## src/sv/pmms_pkg.sv

```systemverilog
package pmms_pkg;

    localparam int CountBits   = 32;
    localparam int DutyBits    = 11;
    localparam int IntegBits   = 21;
    localparam int IntegMax    = 1048575;
    localparam int CmdMax      = (1 << DutyBits) - 1;
    localparam int CfgIdxBits  = 3;
    localparam int CfgDataBits = 16;

    localparam logic [CfgIdxBits-1:0] CfgFastSpeed = 3'd0;
    localparam logic [CfgIdxBits-1:0] CfgSlowSpeed = 3'd1;
    localparam logic [CfgIdxBits-1:0] CfgSlowPoint = 3'd2;
    localparam logic [CfgIdxBits-1:0] CfgStopPoint = 3'd3;
    localparam logic [CfgIdxBits-1:0] CfgHoldTicks = 3'd4;

    typedef enum logic [2:0] {
        ModeIdle    = 3'd0,
        ModeArmed   = 3'd1,
        ModeFwdFast = 3'd2,
        ModeFwdSlow = 3'd3,
        ModeRevFast = 3'd4,
        ModeRevSlow = 3'd5
    } mode_t;

    typedef struct packed {
        logic [6:0]  fast_speed;
        logic [6:0]  slow_speed;
        logic [15:0] slow_point;
        logic [15:0] stop_point;
        logic [9:0]  hold_ticks;
    } cfg_t;

    typedef struct packed {
        mode_t      mode;
        logic [8:0] gain_p;
        logic [7:0] gain_i;
        logic       clr_integ;
    } seq_ctl_t;

endpackage

```

## src/sv/pmms_seq.sv

```systemverilog
module pmms_seq (
    input  logic                             aclk,
    input  logic                             aresetn,
    input  logic                             step,
    input  pmms_pkg::cfg_t                   cfg,
    input  logic [pmms_pkg::CountBits-1:0]   enc,
    input  logic [11:0]                      pot,
    input  logic                             start,
    input  logic                             fwd,
    input  logic                             rev,
    output pmms_pkg::seq_ctl_t               ctl
);

    pmms_pkg::mode_t                  mode_reg, mode_next;
    logic [9:0]                       hold_count_reg, hold_count_next;
    logic [pmms_pkg::CountBits-1:0]   origin_reg, origin_next;
    logic [8:0]                       gain_p_reg, gain_p_next;
    logic [7:0]                       gain_i_reg, gain_i_next;
    logic                             clr_integ;

    logic signed [pmms_pkg::CountBits-1:0] pos;
    logic signed [32:0]               pos_ext;
    logic signed [32:0]               slow_ext;
    logic signed [32:0]               stop_ext;
    logic [20:0]                      prod_p;
    logic [18:0]                      prod_i;
    logic [8:0]                       gain_p_calc;
    logic [7:0]                       gain_i_calc;

    always_ff @(posedge aclk) begin
        if (!aresetn) begin
            mode_reg       <= pmms_pkg::ModeIdle;
            hold_count_reg <= '0;
            origin_reg     <= '0;
            gain_p_reg     <= 9'd100;
            gain_i_reg     <= 8'd40;
        end else if (step) begin
            mode_reg       <= mode_next;
            hold_count_reg <= hold_count_next;
            origin_reg     <= origin_next;
            gain_p_reg     <= gain_p_next;
            gain_i_reg     <= gain_i_next;
        end
    end

    always_comb begin
        pos         = enc - origin_reg;
        pos_ext     = 33'(pos);
        slow_ext    = $signed({17'b0, cfg.slow_point});
        stop_ext    = $signed({17'b0, cfg.stop_point});
        prod_p      = 21'(pot) * 21'd400;
        prod_i      = 19'(pot) * 19'd100;
        gain_p_calc = prod_p[20:12] + 9'd100;
        gain_i_calc = {1'b0, prod_i[18:12]} + 8'd40;

        mode_next       = mode_reg;
        hold_count_next = hold_count_reg;
        origin_next     = origin_reg;
        gain_p_next     = gain_p_reg;
        gain_i_next     = gain_i_reg;
        clr_integ       = 1'b0;

        unique case (mode_reg)
            pmms_pkg::ModeIdle: begin
                if (hold_count_reg != 10'd0) begin
                    hold_count_next = hold_count_reg - 10'd1;
                end else begin
                    origin_next = enc;
                    gain_p_next = gain_p_calc;
                    if (start) begin
                        mode_next = pmms_pkg::ModeArmed;
                    end
                end
            end
            pmms_pkg::ModeArmed: begin
                gain_i_next = gain_i_calc;
                if (rev) begin
                    mode_next = pmms_pkg::ModeRevFast;
                end else if (fwd) begin
                    mode_next = pmms_pkg::ModeFwdFast;
                end
            end
            pmms_pkg::ModeFwdFast: begin
                if (pos_ext > slow_ext) begin
                    mode_next = pmms_pkg::ModeFwdSlow;
                end
            end
            pmms_pkg::ModeFwdSlow: begin
                if (pos_ext > stop_ext) begin
                    mode_next       = pmms_pkg::ModeIdle;
                    hold_count_next = cfg.hold_ticks;
                    clr_integ       = 1'b1;
                end
            end
            pmms_pkg::ModeRevFast: begin
                if (pos_ext < -slow_ext) begin
                    mode_next = pmms_pkg::ModeRevSlow;
                end
            end
            pmms_pkg::ModeRevSlow: begin
                if (pos_ext < -stop_ext) begin
                    mode_next       = pmms_pkg::ModeIdle;
                    hold_count_next = cfg.hold_ticks;
                    clr_integ       = 1'b1;
                end
            end
            default: begin
                mode_next = pmms_pkg::ModeIdle;
            end
        endcase

        ctl.mode      = mode_next;
        ctl.gain_p    = gain_p_next;
        ctl.gain_i    = gain_i_next;
        ctl.clr_integ = clr_integ;
    end

    a_hold_only_idle: assert property (@(posedge aclk) disable iff (!aresetn)
        hold_count_reg != 10'd0 |-> mode_reg == pmms_pkg::ModeIdle)
        else $error("hold count running outside idle");

    a_hold_counts_down: assert property (@(posedge aclk) disable iff (!aresetn)
        step && mode_reg == pmms_pkg::ModeIdle && hold_count_reg != 10'd0
        |=> hold_count_reg == $past(hold_count_reg) - 10'd1)
        else $error("hold count did not count down");

    a_armed_exits: assert property (@(posedge aclk) disable iff (!aresetn)
        step && mode_reg == pmms_pkg::ModeArmed
        |=> mode_reg == pmms_pkg::ModeArmed || mode_reg == pmms_pkg::ModeFwdFast
            || mode_reg == pmms_pkg::ModeRevFast)
        else $error("illegal exit from armed");

endmodule

```

## src/sv/pmms_pi.sv

```systemverilog
module pmms_pi (
    input  logic                             aclk,
    input  logic                             aresetn,
    input  logic                             step,
    input  pmms_pkg::cfg_t                   cfg,
    input  logic [pmms_pkg::CountBits-1:0]   enc,
    input  pmms_pkg::seq_ctl_t               ctl,
    output logic                             direction,
    output logic [pmms_pkg::DutyBits-1:0]    duty,
    output logic signed [15:0]               speed
);

    localparam logic signed [21:0] IntegHi  = 22'(pmms_pkg::IntegMax);
    localparam logic signed [21:0] IntegLo  = -22'(pmms_pkg::IntegMax);
    localparam logic signed [31:0] CmdLimit = 32'(pmms_pkg::CmdMax);

    logic [pmms_pkg::CountBits-1:0]          last_reg;
    logic signed [pmms_pkg::IntegBits-1:0]   integ_reg;

    logic signed [pmms_pkg::CountBits-1:0]   diff;
    logic signed [32:0]                      diff_ext;
    logic signed [7:0]                       setp;
    logic signed [16:0]                      err;
    logic signed [pmms_pkg::IntegBits-1:0]   integ_base;
    logic signed [21:0]                      integ_sum;
    logic signed [pmms_pkg::IntegBits-1:0]   integ_new;
    logic signed [9:0]                       gp_s;
    logic signed [8:0]                       gi_s;
    logic signed [26:0]                      prod_p;
    logic signed [29:0]                      prod_i;
    logic signed [31:0]                      cmd;
    logic signed [31:0]                      cmd_neg;

    always_ff @(posedge aclk) begin
        if (!aresetn) begin
            last_reg  <= '0;
            integ_reg <= '0;
        end else if (step) begin
            last_reg  <= enc;
            integ_reg <= integ_new;
        end
    end

    always_comb begin
        diff     = enc - last_reg;
        diff_ext = 33'(diff);
        if (diff_ext > 33'sd32767) begin
            speed = 16'sh7FFF;
        end else if (diff_ext < -33'sd32768) begin
            speed = 16'sh8000;
        end else begin
            speed = diff_ext[15:0];
        end

        case (ctl.mode)
            pmms_pkg::ModeFwdFast: setp = $signed({1'b0, cfg.fast_speed});
            pmms_pkg::ModeFwdSlow: setp = $signed({1'b0, cfg.slow_speed});
            pmms_pkg::ModeRevFast: setp = -$signed({1'b0, cfg.fast_speed});
            pmms_pkg::ModeRevSlow: setp = -$signed({1'b0, cfg.slow_speed});
            default:               setp = 8'sd0;
        endcase

        err        = 17'(setp) - 17'(speed);
        integ_base = ctl.clr_integ ? '0 : integ_reg;
        integ_sum  = 22'(integ_base) + 22'(err);
        if (integ_sum > IntegHi) begin
            integ_new = IntegHi[pmms_pkg::IntegBits-1:0];
        end else if (integ_sum < IntegLo) begin
            integ_new = IntegLo[pmms_pkg::IntegBits-1:0];
        end else begin
            integ_new = integ_sum[pmms_pkg::IntegBits-1:0];
        end

        gp_s    = $signed({1'b0, ctl.gain_p});
        gi_s    = $signed({1'b0, ctl.gain_i});
        prod_p  = gp_s * err;
        prod_i  = gi_s * integ_new;
        cmd     = 32'(prod_p) + 32'(prod_i);
        cmd_neg = -cmd;

        if (cmd > CmdLimit) begin
            direction = 1'b1;
            duty      = CmdLimit[pmms_pkg::DutyBits-1:0];
        end else if (cmd < -CmdLimit) begin
            direction = 1'b0;
            duty      = CmdLimit[pmms_pkg::DutyBits-1:0];
        end else if (cmd > 32'sd0) begin
            direction = 1'b1;
            duty      = cmd[pmms_pkg::DutyBits-1:0];
        end else begin
            direction = 1'b0;
            duty      = cmd_neg[pmms_pkg::DutyBits-1:0];
        end
    end

endmodule

```

## src/sv/pi_motor_move_sequencer.sv

```systemverilog
// Motor move sequencer with a PI speed loop; each request is one control tick.
// The input channel (s_ prefix) carries the encoder count, a potentiometer sample
// and the three button flags. The result channel (m_ prefix) returns exactly one
// request per tick: direction, duty, sequencer mode, measured speed and both gains.
// Set-points, slow and stop distances and the hold time are written through the
// configuration port; writes take effect at once. Writes must be made while the
// block idles; the block itself does not enforce this. An accepted request is
// registered and processed by a single combinational pass through the sequencer
// and the PI arithmetic into the result register once that is free, raising m_valid.
// One request is accepted every cycle while results are taken; the pass is the limit.
// While the receiver stalls, the result register holds and the input register takes
// one more request, after which s_ready falls until the result is taken.
// Synchronous reset sets the sequencer to idle, clears the position and speed history
// and the integrator, restores the default gains and configuration, and empties both
// registers.
module pi_motor_move_sequencer (
    input  logic                                aclk,
    input  logic                                aresetn,
    input  logic                                s_valid,
    output logic                                s_ready,
    input  logic signed [31:0]                  s_encoder_count,
    input  logic [11:0]                         s_pot_sample,
    input  logic                                s_start_pressed,
    input  logic                                s_forward_pressed,
    input  logic                                s_reverse_pressed,
    output logic                                m_valid,
    input  logic                                m_ready,
    output logic                                m_direction,
    output logic [pmms_pkg::DutyBits-1:0]       m_duty,
    output logic [2:0]                          m_mode,
    output logic signed [15:0]                  m_speed,
    output logic [8:0]                          m_prop_gain,
    output logic [7:0]                          m_int_gain,
    input  logic                                cfg_wr_en,
    input  logic [pmms_pkg::CfgIdxBits-1:0]     cfg_index,
    input  logic [pmms_pkg::CfgDataBits-1:0]    cfg_data
);

    pmms_pkg::cfg_t                  cfg_reg;

    logic                            in_valid_reg;
    logic [pmms_pkg::CountBits-1:0]  in_count_reg;
    logic [11:0]                     in_pot_reg;
    logic                            in_start_reg;
    logic                            in_fwd_reg;
    logic                            in_rev_reg;

    logic                            out_valid_reg;
    logic                            out_dir_reg;
    logic [pmms_pkg::DutyBits-1:0]   out_duty_reg;
    logic [2:0]                      out_mode_reg;
    logic signed [15:0]              out_speed_reg;
    logic [8:0]                      out_gain_p_reg;
    logic [7:0]                      out_gain_i_reg;

    logic                            load;
    pmms_pkg::seq_ctl_t              ctl;
    logic                            pi_dir;
    logic [pmms_pkg::DutyBits-1:0]   pi_duty;
    logic signed [15:0]              pi_speed;

    assign load    = in_valid_reg && (!out_valid_reg || m_ready);
    assign s_ready = !in_valid_reg || load;

    always_ff @(posedge aclk) begin
        if (!aresetn) begin
            cfg_reg.fast_speed <= 7'd7;
            cfg_reg.slow_speed <= 7'd4;
            cfg_reg.slow_point <= 16'd750;
            cfg_reg.stop_point <= 16'd810;
            cfg_reg.hold_ticks <= 10'd50;
        end else if (cfg_wr_en) begin
            unique case (cfg_index)
                pmms_pkg::CfgFastSpeed: cfg_reg.fast_speed <= cfg_data[6:0];
                pmms_pkg::CfgSlowSpeed: cfg_reg.slow_speed <= cfg_data[6:0];
                pmms_pkg::CfgSlowPoint: cfg_reg.slow_point <= cfg_data;
                pmms_pkg::CfgStopPoint: cfg_reg.stop_point <= cfg_data;
                pmms_pkg::CfgHoldTicks: cfg_reg.hold_ticks <= cfg_data[9:0];
                default: begin
                end
            endcase
        end
    end

    always_ff @(posedge aclk) begin
        if (!aresetn) begin
            in_valid_reg <= 1'b0;
        end else if (s_ready) begin
            in_valid_reg <= s_valid;
        end
    end

    always_ff @(posedge aclk) begin
        if (s_valid && s_ready) begin
            in_count_reg <= s_encoder_count[pmms_pkg::CountBits-1:0];
            in_pot_reg   <= s_pot_sample;
            in_start_reg <= s_start_pressed;
            in_fwd_reg   <= s_forward_pressed;
            in_rev_reg   <= s_reverse_pressed;
        end
    end

    always_ff @(posedge aclk) begin
        if (!aresetn) begin
            out_valid_reg <= 1'b0;
        end else if (load) begin
            out_valid_reg <= 1'b1;
        end else if (m_ready) begin
            out_valid_reg <= 1'b0;
        end
    end

    always_ff @(posedge aclk) begin
        if (load) begin
            out_dir_reg    <= pi_dir;
            out_duty_reg   <= pi_duty;
            out_mode_reg   <= ctl.mode;
            out_speed_reg  <= pi_speed;
            out_gain_p_reg <= ctl.gain_p;
            out_gain_i_reg <= ctl.gain_i;
        end
    end

    pmms_seq u_seq (
        .aclk    (aclk),
        .aresetn (aresetn),
        .step    (load),
        .cfg     (cfg_reg),
        .enc     (in_count_reg),
        .pot     (in_pot_reg),
        .start   (in_start_reg),
        .fwd     (in_fwd_reg),
        .rev     (in_rev_reg),
        .ctl     (ctl)
    );

    pmms_pi u_pi (
        .aclk      (aclk),
        .aresetn   (aresetn),
        .step      (load),
        .cfg       (cfg_reg),
        .enc       (in_count_reg),
        .ctl       (ctl),
        .direction (pi_dir),
        .duty      (pi_duty),
        .speed     (pi_speed)
    );

    assign m_valid     = out_valid_reg;
    assign m_direction = out_dir_reg;
    assign m_duty      = out_duty_reg;
    assign m_mode      = out_mode_reg;
    assign m_speed     = out_speed_reg;
    assign m_prop_gain = out_gain_p_reg;
    assign m_int_gain  = out_gain_i_reg;

    a_dir_needs_duty: assert property (@(posedge aclk) disable iff (!aresetn)
        out_valid_reg && out_dir_reg |-> out_duty_reg != '0)
        else $error("positive direction with zero duty");

    a_load_gives_result: assert property (@(posedge aclk) disable iff (!aresetn)
        load |=> out_valid_reg)
        else $error("processed request did not reach the result register");

endmodule
```

## config.mk

```make
export PLATFORM = sky130hd
export DESIGN_NAME = pi_motor_move_sequencer
export DESIGN_NICKNAME = d
export VERILOG_FILES = /design/src/sv/pmms_pkg.sv /design/src/sv/pmms_seq.sv /design/src/sv/pmms_pi.sv /design/src/sv/pi_motor_move_sequencer.sv
export SDC_FILE = /design/constraint.sdc
export NUM_CORES = 2
export LEC_CHECK = 0
export ABC_AREA = 1
export BUFFER_PORTS_ARGS = -buffer_cell sky130_fd_sc_hd__buf_2
export CORE_ASPECT_RATIO = 0.7
export CORE_MARGIN = 2
export CORE_UTILIZATION = 50
export DETAILED_ROUTE_END_ITERATION = 7
export PLACE_DENSITY = 0.7
export REMOVE_ABC_BUFFERS = 1
export SLEW_MARGIN = 10
export SYNTH_ARGS = -nofsm -noshare
export SYNTH_HDL_FRONTEND = slang
export SYNTH_SLANG_ARGS = --single-unit
```

## constraint.sdc

```tcl
create_clock -name aclk -period 16.31 [get_ports aclk]
set_input_delay 0 -clock aclk [delete_from_list [all_inputs] [get_ports aclk]]
set_output_delay 0 -clock aclk [all_outputs]
set_load 0.01 [all_outputs]
```

Yosys cells after proc, flatten, opt, wreduce, memory -nomap -nowiden
Index checks and enable logic that the tools add are counted.
W data, S select, Z words.
{ "word_totals": {"wordCells": 119, "reg_bits": 268, "out_inout_bits": 50, "memories": 0, "in_bits": 71, "ram_bits": 0, "latchBits": 0, "mem_bits_ro": 0} }
{ "op_classes": {"muxes": 30, "eq_ne": 16, "n_addsub": 13, "div_mod_pow": 0, "reduce_logical": 19, "bitwise": 1, "n_lt_le_gt_ge": 11, "n_mul": 4, "n_shift": 0} }
{ "op_table": {"columns": ["operator", "n"], "rows": [
  ["$lt A32 B33 Y1", 2],
  ["$neg A16 Y33", 2],
  ["$gt A32 B17 Y1", 2],
  ["$sub A32 B32 Y32", 2],
  ["$mux W21", 3],
  ["$mul A12 B5 Y17 const B", 2],
  ["$gt A32 B16 Y1 const B", 1],
  ["$lt A32 B16 Y1 const B", 1],
  ["$mux W16", 2],
  ["$pmux W8 S4", 1],
  ["$add A27 B30 Y31", 1],
  ["$gt A31 B1 Y1 const B", 1],
  ["$gt A31 B12 Y1 const B", 1],
  ["$lt A31 B12 Y1 const B", 1],
  ["$mul A9 B21 Y30", 1],
  ["$mux W10", 3],
  ["$pmux W10 S3", 1],
  ["$mul A10 B17 Y27", 1],
  ["$mux W3", 8],
  ["$add A21 B17 Y22", 1],
  ["$gt A22 B21 Y1 const B", 1],
  ["$lt A22 B21 Y1 const B", 1],
  ["$eq A3 B2 Y1 const B", 6],
  ["$mux W9", 2],
  ["other kinds (26)", 47]
]} }

Logic depth before layout (Yosys ltp)
{ "logic_depth": {"ltp_word": 16, "ltp_mapped": 106, "ltp_nobuf": 103} }

Hierarchy
A second synthesis with hierarchy kept.
{ "hier_totals": {"hier_cells": 5054, "hier_area_um2": 35462.8} }
{ "by_module_without_submodules": {"columns": ["mod", "area_per_inst_um2", "cells_each", "seq_area_each_um2", "instances"], "rows": [
  ["pmms_pi", 20758.7, 3108, 1061.0, 1],
  ["pmms_seq", 9547.9, 1524, 1241.2, 1],
  ["pi_motor_move_sequencer", 5156.2, 422, 4013.8, 1]
]} }

Worst setup path after synthesis
No wires, ideal clock.
{ "synth_path": {"path_kind": "reg-to-reg", "start": "register cfg_reg[27] in the netlist's numbering", "end": "register out_duty_reg, in the netlist m_duty[9] (data pin)", "setup_ns": 0.261, "path_buffers": 4, "period_less_slack_ns": 15.038, "t_arrival_ns": 14.776, "setup_slack_ns": 1.272, "required_time_ns": 16.049, "stages_incl_launch_ff": 88, "path_cell_list": "dfxtp_1 -> inv_1 -> ha_1 -> nand2_1 -> nor4_1 -> nand2_1 -> nor2_1 -> nand3_1 -> nor2_1 -> nand3_1 -> nor4_1 -> ha_1 -> nand2_1 -> inv_1 -> o21ai_0 -> nand3b_1 -> a31oi_1 -> nand3_1 -> [... 52 more ...] -> nand2_1 -> a21boi_2 -> o21ai_0 -> a21boi_0 -> o21ai_1 -> a21boi_0 -> nor2_1 -> o21ai_1 -> nand2_1 -> xnor2_2 -> nand3_1 -> nor2_1 -> nand4_1 -> nand2_1 -> buf_4 -> nand2_1 -> nand2_1 -> nand3_1"} }
{ "synth_between": {"elab_chain_len": 15, "word_cells_on_any_way": 26, "classes_between": "add/sub: 5; mul: 2; order compare: 7; eq/ne: 4; mux: 7; reduce/logical: 1"} }
{ "synth_rtl": {"columns": ["element", "line", "rtl"], "rows": [
  ["start: declaration", "pi_motor_move_sequencer.sv:39", "pmms_pkg::cfg_t cfg_reg;"],
  ["$neg A16 Y33", "pmms_seq.sv:96", "if (pos_ext < -slow_ext) begin"],
  ["$lt A32 B33 Y1", "pmms_seq.sv:96", null],
  ["$mux W3", "pmms_seq.sv:96", null],
  ["$pmux W3 S6 *", "pmms_seq.sv:63", "unique case (mode_reg)"],
  ["$eq A3 B3 Y1 or $eq A3 B2 Y1 (tied branches)", "pmms_pi.sv:55", "case (ctl.mode)"],
  ["$pmux W8 S4 *", "pmms_pi.sv:55", null],
  ["$sub A8 B16 Y17 *", "pmms_pi.sv:63", "err = 17'(setp) - 17'(speed);"],
  ["$add A21 B17 Y22", "pmms_pi.sv:65", "integ_sum = 22'(integ_base) + 22'(err);"],
  ["$lt A22 B21 Y1", "pmms_pi.sv:68", "end else if (integ_sum < IntegLo) begin"],
  ["$mux W21", "pmms_pi.sv:68", null],
  ["$mux W21", "pmms_pi.sv:66", "if (integ_sum > IntegHi) begin"],
  ["$mul A9 B21 Y30", "pmms_pi.sv:77", "prod_i = gi_s * integ_new;"],
  ["$add A27 B30 Y31 *", "pmms_pi.sv:78", "cmd = 32'(prod_p) + 32'(prod_i);"],
  ["$gt A31 B1 Y1 (tied with other cells)", "pmms_pi.sv:87", "end else if (cmd > 32'sd0) begin"],
  ["$mux W11 or $reduce_or A2 Y1 (tied branches)", null, null],
  ["end signal: assignment", "pi_motor_move_sequencer.sv:116", "out_duty_reg <= pi_duty;"],
  ["end: declaration", "pi_motor_move_sequencer.sv:50", "logic [pmms_pkg::DutyBits-1:0] out_duty_reg;"]
]} }
Every way passes the cells marked *; elsewhere a longest branch is shown, timed or not.
A chain may end at the register's enable or synchronous reset.

==> key figures <==
STA
  • Final worst clock skew: between 0.02 and 0.03 ns
  • Fmax: roughly 64 MHz
  • Least-Margin Pin Slew: 1.189 ns
  • Share of the clock period used by the worst path after layout: between 90% and 100%
  • Number of setup violations in the final report: 0
  • Worst Slack Setup Final: 0.7791 ns
  • Setup TNS: 0 ns
  • Hold Fails Final Rpt: 0
  • Worst relative slew slack: between 20% and 30%
  • Max Transition Viols Final: 0
  • Time the worst path needs with I/O delays and setup: 15.53 ns

Logic synthesis
  • Total number of yosys warnings: 0
  • Synth top area share: between 20% and 30%
  • Average instance area after synthesis: 7.872 µm²
  • Number of enable-type register cells in the synthesized netlist: 95
  • Mux share of post-synthesis cell area: 0%
  • Top cells by area, synth: sky130_fd_sc_hd__fa_1, sky130_fd_sc_hd__ha_1, sky130_fd_sc_hd__dfxtp_1
  • Leading area contributor after synthesis: sky130_fd_sc_hd__fa_1
  • Compound-gate portion of the synthesized area: 11.72%
  • Number of distinct standard cells referenced by the synthesized netlist: 66
  • Post-synthesis share of cell area spent on xor and xnor gates: roughly 4.2%
  • Dominant combinational cell family by area after synthesis: adder cells
  • Simple-gate area share of the yosys netlist: a little under a fifth
  • Synthesized-area fraction occupied by adder cells: about a third
  • Flip-flop and latch count after synthesis: 268
  • Area of the mapped netlist: 31,480 µm²
  • Prevailing post-synth register cell: sky130_fd_sc_hd__dfxtp_1
  • Async SR Flop Fraction: 0%
  • Sequential area share after synthesis: 20.06%
  • Count of mapped cells out of synthesis: roughly 4,000

Critical path
  • Worst setup path end: m_duty[6]
  • Number of gates on the worst path with buffers counted: 84
  • Cells on worst reg2reg path: 84
  • Slowest library cell on the worst path: sky130_fd_sc_hd__fa_1
  • Critical Path End Type: flip-flop
  • Crit Path Class: reg2reg
  • Category of the worst setup path launch point: flip-flop
  • Crit-path max cell delay: approximately 0.54 ns
  • WP data arrival: 16.00 ns
  • Family with the most delay on the worst path: adder cells
  • Critical R2R Launch: in_count_reg[15]
  • Reg-to-Reg End: m_duty[6]
  • Most frequent cell on the critical path: sky130_fd_sc_hd__nand2_1
  • Internal reg-to-reg setup slack: 0.78 ns
  • Worst path bufs/invs: 12
  • Largest fanout on the critical path: 14
  • Timing startpoint of the critical path: in_count_reg[15]
  • Data required time of the critical path: 16.78 ns

Run status
  • Result of the run: finished, final reports clean

Finish
  • Post-layout utilization of the core: 57.87%
  • Register area: 6316 µm²
  • Number of filler instances in the final layout: ~5,600
  • Area of the multi-input gates: 22,070 µm²
  • ANT cells: 0
  • Layout net count: between 4,000 and 5,000
  • Area growth syn-to-layout: 13.80%
  • Number of flip-flops in the largest register: between 50 and 60
  • Fraction of final layout cells sized beyond drive strength 1: 9.843%
  • Final non-filler cell total: between 5,000 and 6,000

Worst hold path
  • HP Class: in2reg
  • Worst hold path stage count: 2

CTS
  • Number of buffers on the longest clock path: 3
  • Insertion delay to the later sink of the worst-skew pair: approximately 0.62 ns
  • Clock tree root driver cell: sky130_fd_sc_hd__clkbuf_16
  • Clock tree from TritonCTS: yes
  • H-Tree Level Count: 1
  • CTS Sinks: 268
  • Total clock buffers created by CTS: 29
  • Clock transition at the registers of the reported paths: 0.07 ns

Route
  • Antenna viol nets, final: 0
  • Routed wire length: 89.56 mm
  • Wirelength per Cell: 17.61 µm
  • Detail-routed via count per cell: 5.360
  • Detailed-routing iteration count for the pre-antenna-repair pass: 7
  • Vias post-DR: 27,261
  • Number of DRC violations after detailed routing: 0
  • Initial detailed-routing violation count: 2,641

Run
  • Number of violations of the max-capacitance limit: 0

Global route
  • Overall Global Routing Usage: 27.33%
  • Wire length of the first global-routing pass: ~140 mm
  • Via count of the first global-routing pass: 25,911
  • Number of antenna violations at the first check in global routing: 3
  • Total gr overflow: 0
  • Pin count of the biggest net entering global routing: 73

Floorplan
  • Die Span Y: about 210 µm
  • Placeable Area: 61,900 µm²
  • Boundary Pins: 121
  • Effective utilization at floorplan: 50.85%
  • Number of core rows: 76
  • Die width: slightly above 300 µm
  • Die footprint: approximately 65,000 µm²

Placement
  • Post-place setup slack: -0.2751 ns
  • Number of buffers added on ports: 120
  • Final weighted congestion in routability-driven placement: 0.9552
  • Total placed cells including tap cells: slightly below 5,000
  • HPWL after DPL: 71.64 mm
## placed cells by master (no fill, tap or decap), types with 24 or more instances in the layout
| cell | n |
|---|---|
| sky130_fd_sc_hd__xor2_1 | 103 |
| sky130_fd_sc_hd__o21ai_0 | 218 |
| sky130_fd_sc_hd__buf_4 | 94 |
| sky130_fd_sc_hd__edfxtp_1 | 95 |
| sky130_fd_sc_hd__fa_1 | 328 |
| sky130_fd_sc_hd__dfxtp_1 | 173 |
| sky130_fd_sc_hd__nand2_1 | 606 |
| sky130_fd_sc_hd__buf_2 | 119 |
| sky130_fd_sc_hd__clkbuf_16 | 34 |
| sky130_fd_sc_hd__dlygate4sd3_1 | 81 |
| sky130_fd_sc_hd__nand2_2 | 24 |
| sky130_fd_sc_hd__nand3_1 | 163 |
| sky130_fd_sc_hd__nor4_1 | 26 |
| sky130_fd_sc_hd__inv_1 | 816 |
| sky130_fd_sc_hd__nand4_1 | 50 |
| sky130_fd_sc_hd__nor2_1 | 306 |
| sky130_fd_sc_hd__a21oi_1 | 306 |
| sky130_fd_sc_hd__ha_1 | 333 |
| sky130_fd_sc_hd__nor3_1 | 52 |
| sky130_fd_sc_hd__xnor2_1 | 32 |
## stage by stage
stage	area, µm²	hold WS (ns)
final	35820	0.08841
after global routing	35820	0.07930
after CTS	35250	0.05828
after detailed placement	33370	0.1781
after global placement	33370	0.1770
after floorplan	31110	0.08460
## final cells by class
| cell class | instances | share of cell area (%) |
|---|---|---|
| multi-input cells | 2805 | 61.60 |
| flip-flops and latches | 268 | 17.63 |
| inverters | 841 | 8.837 |
| repair buffers | 298 | 6.147 |
| well taps | 819 | 2.861 |
| clock buffers | 38 | 2.410 |
| clock inverters | 16 | 0.4925 |
| repair inverters | 1 | 0.02096 |
## worst min-delay path by stage
stage                              from  slack, ns          endpoint
finish               s_encoder_count[3]       0.09   in_count_reg[3]
global route        s_encoder_count[23]       0.08  in_count_reg[23]
CTS                 s_encoder_count[21]       0.06  in_count_reg[21]
detailed placement      s_pot_sample[4]       0.18     in_pot_reg[4]
global placement        s_pot_sample[1]       0.18     in_pot_reg[1]
floorplan                       aresetn       0.08        cfg_reg[1]
## kinds of logic after synthesis
family	Yosys count
adder cells (fa/ha/maj)	674
XOR/XNOR	147
flip-flops	268
AO/OA/AOI/OAI	673
AND/OR/NAND/NOR	1310
buffers and inverters	927
## what timing repair did
action / CTS / global route
hold buffers: 81 / 0
endpoints found under the setup margin: 11 / 12
cloned: 0 / 4
gates resized for setup: 5 / 91
endpoints found under the hold margin: 132 / 0
buffers inserted: 0 / 16
pin swaps: 0 / 18
## synthesized netlist by cell type, types with 50 or more instances
library cell	instances
sky130_fd_sc_hd__inv_1	820
sky130_fd_sc_hd__o21ai_0	223
sky130_fd_sc_hd__clkbuf_1	70
sky130_fd_sc_hd__dfxtp_1	173
sky130_fd_sc_hd__ha_1	344
sky130_fd_sc_hd__nor2_1	310
sky130_fd_sc_hd__nor3_1	55
sky130_fd_sc_hd__nand4_1	50
sky130_fd_sc_hd__fa_1	330
sky130_fd_sc_hd__a21oi_1	314
sky130_fd_sc_hd__xor2_1	109
sky130_fd_sc_hd__nand3_1	167
sky130_fd_sc_hd__nand2_1	615
sky130_fd_sc_hd__edfxtp_1	95
## routing by layer
layer | vias to the layer above | part of all wire, % | GRT usage [%]
met5 | - | 0 | 0
met4 | 0 | 2.2 | 5.788
met3 | 111 | 12 | 7.460
met2 | 1170 | 39 | 37.69
met1 | 12710 | 47 | 42.17
li1 | 13270 | - | -
Power is left out: the tool's default activity adds up to more than one toggle a clock period on the data nets, which glitch-free logic cannot reach.
